**src/sv/vsr_pkg.sv**
```systemverilog
`timescale 1ns / 1ps
// ----------------------------------------------------------------------------
// vsr_pkg
// Shared constants, register indexes and the sine table builder for the
// vertex scale and two-axis rotate block.
// ----------------------------------------------------------------------------
package vsr_pkg;

    // Field widths.
    localparam int IN_W    = 16;
    localparam int SCALE_W = 8;
    localparam int ANGLE_W = 9;
    localparam int OUT_W   = 24;
    localparam int PROD_W  = IN_W + SCALE_W;
    localparam int CFG_IDX_W  = 3;
    localparam int CFG_DATA_W = 9;

    // Default number of fraction bits in the sine and cosine values.
    localparam int TRIG_FRAC_BITS_DEF = 15;

    // Cycles from an accepted request to its result strobe.
    localparam int LATENCY = 8;

    // Configuration register indexes.
    localparam logic [CFG_IDX_W-1:0] CFG_ANGLE_A = 3'd0;
    localparam logic [CFG_IDX_W-1:0] CFG_ANGLE_B = 3'd1;
    localparam logic [CFG_IDX_W-1:0] CFG_SCALE_X = 3'd2;
    localparam logic [CFG_IDX_W-1:0] CFG_SCALE_Y = 3'd3;
    localparam logic [CFG_IDX_W-1:0] CFG_SCALE_Z = 3'd4;

    // Angle landmarks in whole degrees.
    localparam logic [ANGLE_W-1:0] DEG_QUARTER    = 9'd90;
    localparam logic [ANGLE_W-1:0] DEG_HALF       = 9'd180;
    localparam logic [ANGLE_W-1:0] DEG_THREE_QTR  = 9'd270;
    localparam logic [ANGLE_W-1:0] DEG_FULL       = 9'd360;
    localparam longint unsigned    DEG_HALF_TURN  = 64'd180;

    // Pi in Q51.
    localparam longint unsigned PI_Q51 = 64'd7074237752028440;

    // Output clamp limits.
    localparam logic signed [OUT_W-1:0] OUT_MAX = 24'sh7FFFFF;
    localparam logic signed [OUT_W-1:0] OUT_MIN = 24'sh800000;

    // Quarter-wave sine table, one entry per degree from 0 to 90.
    typedef longint t_sine_tab [0:90];

    // Rounded division of the n-th Taylor term by (2n)(2n+1); the divisor of
    // each of the eight terms is written out.
    function automatic longint taylor_div(input longint term, input int n);
        longint q;
        case (n)
            1: q = (term + 64'sd3) / 64'sd6;
            2: q = (term + 64'sd10) / 64'sd20;
            3: q = (term + 64'sd21) / 64'sd42;
            4: q = (term + 64'sd36) / 64'sd72;
            5: q = (term + 64'sd55) / 64'sd110;
            6: q = (term + 64'sd78) / 64'sd156;
            7: q = (term + 64'sd105) / 64'sd210;
            8: q = (term + 64'sd136) / 64'sd272;
            default: q = term;
        endcase
        return q;
    endfunction

    // Builds the quarter-wave table at elaboration: a Q30 Taylor series,
    // then rounding half up to the requested number of fraction bits.
    function automatic t_sine_tab build_sine_table(input int frac_bits);
        t_sine_tab      tab;
        longint unsigned xu;
        longint         x;
        longint         x2;
        longint         term;
        longint         sum;
        int             sh;
        sh = 30 - frac_bits;
        for (int k = 0; k <= 90; k++) begin
            xu   = (longint'(k) * PI_Q51) / DEG_HALF_TURN;
            x    = longint'((xu + (64'd1 << 20)) >> 21);
            x2   = (x * x + (64'sd1 <<< 29)) >>> 30;
            sum  = x;
            term = x;
            for (int n = 1; n <= 8; n++) begin
                term = (term * x2 + (64'sd1 <<< 29)) >>> 30;
                term = taylor_div(term, n);
                if ((n % 2) == 1) begin
                    sum = sum - term;
                end else begin
                    sum = sum + term;
                end
            end
            if (sum < 0) begin
                sum = 0;
            end
            tab[k] = (sum + (64'sd1 <<< (sh - 1))) >>> sh;
        end
        return tab;
    endfunction

endpackage

```
**src/sv/vsr_rot.sv**
```systemverilog
`timescale 1ns / 1ps
// ----------------------------------------------------------------------------
// vsr_rot
// Three-stage planar rotation: p = u*c + v*s and q = v*c - u*s, each
// truncated toward zero after the sum. A side value rides along.
// ----------------------------------------------------------------------------
module vsr_rot #(
    parameter int TRIG_FRAC_BITS = vsr_pkg::TRIG_FRAC_BITS_DEF,
    parameter int TW             = TRIG_FRAC_BITS + 2,
    parameter int IW             = vsr_pkg::PROD_W,
    parameter int OW             = IW + 2,
    parameter int SIDE_W         = vsr_pkg::PROD_W
) (
    input  logic                     i_clk,
    input  logic                     i_rst_n,
    input  logic                     i_valid,
    input  logic signed [IW-1:0]     i_u,
    input  logic signed [IW-1:0]     i_v,
    input  logic signed [TW-1:0]     i_c,
    input  logic signed [TW-1:0]     i_s,
    input  logic [SIDE_W-1:0]        i_side,
    output logic                     o_valid,
    output logic signed [OW-1:0]     o_p,
    output logic signed [OW-1:0]     o_q,
    output logic [SIDE_W-1:0]        o_side
);

    localparam int MW = IW + TW;
    localparam int SW = MW + 1;
    localparam logic signed [SW-1:0] FRAC_MASK = SW'((64'd1 << TRIG_FRAC_BITS) - 64'd1);

    logic [2:0]               r_valid;
    logic signed [MW-1:0]     r_uc;
    logic signed [MW-1:0]     r_vs;
    logic signed [MW-1:0]     r_vc;
    logic signed [MW-1:0]     r_us;
    logic signed [SW-1:0]     r_sum_p;
    logic signed [SW-1:0]     r_sum_q;
    logic signed [OW-1:0]     r_p;
    logic signed [OW-1:0]     r_q;
    logic [SIDE_W-1:0]        r_side [0:2];
    logic signed [SW-1:0]     n_adj_p;
    logic signed [SW-1:0]     n_adj_q;
    logic signed [SW-1:0]     n_shr_p;
    logic signed [SW-1:0]     n_shr_q;

    // Valid bits travel with the data.
    always_ff @(posedge i_clk) begin
        if (!i_rst_n) begin
            r_valid <= '0;
        end else begin
            r_valid <= {r_valid[1:0], i_valid};
        end
    end

    // Stage 1: four products.
    always_ff @(posedge i_clk) begin
        r_uc      <= MW'(i_u) * MW'(i_c);
        r_vs      <= MW'(i_v) * MW'(i_s);
        r_vc      <= MW'(i_v) * MW'(i_c);
        r_us      <= MW'(i_u) * MW'(i_s);
        r_side[0] <= i_side;
    end

    // Stage 2: the two sums.
    always_ff @(posedge i_clk) begin
        r_sum_p   <= SW'(r_uc) + SW'(r_vs);
        r_sum_q   <= SW'(r_vc) - SW'(r_us);
        r_side[1] <= r_side[0];
    end

    // Stage 3: drop the fraction bits, rounding toward zero.
    always_comb begin
        n_adj_p = r_sum_p + (r_sum_p[SW-1] ? FRAC_MASK : '0);
        n_adj_q = r_sum_q + (r_sum_q[SW-1] ? FRAC_MASK : '0);
        n_shr_p = n_adj_p >>> TRIG_FRAC_BITS;
        n_shr_q = n_adj_q >>> TRIG_FRAC_BITS;
    end

    always_ff @(posedge i_clk) begin
        r_p       <= n_shr_p[OW-1:0];
        r_q       <= n_shr_q[OW-1:0];
        r_side[2] <= r_side[1];
    end

    assign o_valid = r_valid[2];
    assign o_p     = r_p;
    assign o_q     = r_q;
    assign o_side  = r_side[2];

endmodule

```
**config.mk**
```make
export PLATFORM = sky130hd
export DESIGN_NAME = vsr_rot
export DESIGN_NICKNAME = d
export VERILOG_FILES = /design/src/sv/vsr_pkg.sv /design/src/sv/vsr_rot.sv
export SDC_FILE = /design/constraint.sdc
export NUM_CORES = 2
export LEC_CHECK = 0
export BUFFER_PORTS_ARGS = -buffer_cell sky130_fd_sc_hd__buf_2
export CAP_MARGIN = 20
export CORE_UTILIZATION = 51
export DETAILED_ROUTE_END_ITERATION = 16
export PLACE_DENSITY = 0.7
export SLEW_MARGIN = 20
export SYNTH_ARGS = -nofsm -noshare
export SYNTH_HDL_FRONTEND = slang
export SYNTH_SLANG_ARGS = --single-unit
```
**constraint.sdc**
```tcl
create_clock -name i_clk -period 8.8 [get_ports i_clk]
set_input_delay 1.76 -clock i_clk [delete_from_list [all_inputs] [get_ports i_clk]]
set_output_delay 1.76 -clock i_clk [all_outputs]
set_load 0.005 [all_outputs]
```
==> impl_results.md <==
- Status: completed
- Synth area leaders: fa_1 45%, dfxtp_1 11%, inv_1 9.1%
- Critical path peak fanout: 28
- DR iter-0 viols: 3,233
- Setup crit end kind: flop
- Crit path required time: 9.39 ns
- F_max: 126.0 MHz
- Setup-failing EPs final: 0
- Largest net degree at the start of global routing: 44
- Top-count cell post-synth: inv_1
- First-pass DRT Iterations: 6
- RSZ-0062 raised after global routing: no
- H-Tree Depth: 2
- Max-cap violations: 0
- Worst Setup Start Kind: primary input
- Vias per cell: 5.332
- HP Class: reg2reg
- Area share of the largest cell type after synthesis: 45.00%
- Worst-Skew Late Latency: 0.65 ns
- Layout fillers: 12,390
- Detailed-route via count: 51,270
- Number of port buffers: 185
- Post-CTS Setup Inserts: 0
- Slew margin rel.: 26.86%
- First-pass GRT wire length: 295.7 mm
- CTS tree: yes
- Initial Util: 51.70%
- Post-DP Area: 74,400 sq um
- Post-synthesis cell count: 7,705
- CTS max path bufs: 3
- Setup TNS: 0 ns
- Initial antenna violation count: 20
- Core area: 138,200 sq um
- Unique cell type count in the Yosys netlist: 77
- Die span in x: 376.3 um
- ANT nets after route: 0
- Worst-path clk slew: 0.07 ns
- IO Count: 186
- Final global-route overflow total: 0
- Avg Cell Area, Syn: 9.272 sq um
- Mapped Nets: 9,926
- HPWL after DPL: 147.5 mm
- Avg WL per Cell: 18.73 um
- Final worst path period share: 90.22%
- Setup slack after placement: 0.3276 ns
- Post_cts resized: 0
- Top cells by count, synth: 1,728 x inv_1, 1,606 x fa_1, 967 x nand2_1
- Post-CTS Hold Buffers: 0
- Final Instance Area: 75,870 sq um
- Synth warn: 0
- Final setup margin: 0.8608 ns
- Final WL: 180.2 mm
- Fin util: 54.91%
- Die Span Y: 376.3 um
- Minimum clock period: 7.939 ns
- Pins over their slew limit: 0
- Fraction of registers with async set/reset: 0%
- Clk_skew: 0.03395 ns
- Arr. time, crit path: 8.53 ns
- Num Clock Sinks: 375
- Critical path type: in2reg
- Fin nets: 9,931
- Root Buffer: clkbuf_16
- Register area share after synthesis: 10.51%
- Share of layout cells above drive strength 1: 5.540%
- Most used flip-flop cell after synthesis: dfxtp_1
- Mapped cell area: 71,440 sq um
- Die ar.: 141,600 sq um
- Area grow syn2layout: 6.203%
- Tot GR Track Use: 26.58%
- Post-synth top area cell: fa_1
- Number of synthesized flops with an enable pin: 0
- Row cnt: 136
- Flops & latches, synth: 375
- Final Hold Violating Endpoints: 0
- CTS Buf Count: 43
- # DRC: 0
- Vias in the first global route: 55,550
- Worst-Margin Slew: 1.097 ns
- Placer Congestion: 0.9003
## cells in the final DEF, fill, tap and decap left out, types with 11 or more instances in the layout
| master | n |
|---|---|
| inv_1 | 1728 |
| fa_1 | 1606 |
| nand2_1 | 967 |
| and2_1 | 716 |
| ha_1 | 506 |
| dfxtp_1 | 375 |
| xnor2_1 | 223 |
| a21oi_1 | 207 |
| nor2_1 | 192 |
| buf_2 | 185 |
| buf_4 | 125 |
| o21ai_0 | 112 |
| a21o_1 | 87 |
| nand3_1 | 60 |
| xor2_1 | 57 |
| nor3_1 | 52 |
| nand2b_1 | 43 |
| clkbuf_16 | 43 |
| and3_1 | 39 |
| o21a_1 | 38 |
| o21bai_1 | 31 |
| nand4_1 | 29 |
| nor2b_1 | 28 |
| o211ai_1 | 25 |
| a211oi_1 | 21 |
| a31oi_1 | 21 |
| o31ai_1 | 14 |
| a21boi_0 | 14 |
| buf_12 | 11 |
## metal layers
| layer | part of all wire [%] | GRT usage, % | vias up |
|---|---|---|---|
| li1 | - | - | 22870 |
| met1 | 41 | 35.50 | 26300 |
| met2 | 48 | 44.69 | 1778 |
| met3 | 7.0 | 3.660 | 309 |
| met4 | 3.4 | 8.529 | 12 |
| met5 | 0.043 | 0 | - |
## state kept, by name (all words and copies together) (netlist names)
| register | count |
|---|---|
| r_sum_q | 42 |
| r_us | 41 |
| r_vc | 41 |
| r_valid | 3 |
| o_p | 26 |
| r_vs | 41 |
| r_side | 72 |
| r_sum_p | 42 |
| r_uc | 41 |
| o_q | 26 |
## area by class of cell
| class | instances | area (sq um) | share of cell area, % |
|---|---|---|---|
| multi-input combinational | 5241 | 55990 | 73.80 |
| timing repair buffer | 321 | 2085 | 2.747 |
| sequential | 375 | 7507 | 9.895 |
| inverter | 1728 | 6486 | 8.549 |
| clock buffer | 52 | 1160 | 1.529 |
| antenna | 9 | 22.52 | 0.02968 |
| clock inverter | 27 | 289.0 | 0.3809 |
| tap | 1863 | 2331 | 3.072 |
## cells by family after synthesis
group / count (synthesis) / synth area share [%]
simple gates: 2169 / 14.80
fa+ha+maj: 2112 / 53.87
buf+inv: 2089 / 11.12
compound gates: 678 / 6.244
flops: 375 / 10.51
xor+xnor: 280 / 3.433
mux: 2 / 0.02802
## critical path, stage by stage
cell      delay, ns
buf_2          0.65
nand2_1        0.21
inv_1          0.13
fa_1           0.55
inv_1          0.21
fa_1           0.44
inv_1          0.08
fa_1           0.44
fa_1           0.52
fa_1           0.50
inv_1          0.06
fa_1           0.48
inv_1          0.04
ha_1           0.28
nand2_1        0.11
o311ai_0       0.50
buf_4          0.19
nor4_1         0.04
a21oi_1        0.16
a21oi_1        0.13
a311oi_1       0.33
buf_4          0.17
a41oi_1        0.16
a21oi_1        0.19
xor2_1         0.15
## worst paths after layout
path	start	slack, ns	cells after the start	endpoint
setup / recovery	i_c[3]	0.86	25	r_vc[39]
setup reg to reg	r_us[1]	5.18	11	r_sum_q[41]
hold / removal	r_side[0][43]	0.33	0	r_side[0][67]
hold reg to reg	r_side[0][43]	0.33	0	r_side[0][67]
## metrics by stage
step           hold WS [ns]  instances
4_1_cts              0.3268       9607
2_1_floorplan        0.3096       7705
3_3_place_gp         0.3098       9528
5_1_grt              0.3321       9613
3_5_place_dp         0.3121       9528
6_report             0.3259       9616
Power is not shown: default switching activity piles up to over one toggle a cycle in this logic, so the estimate is an artifact.
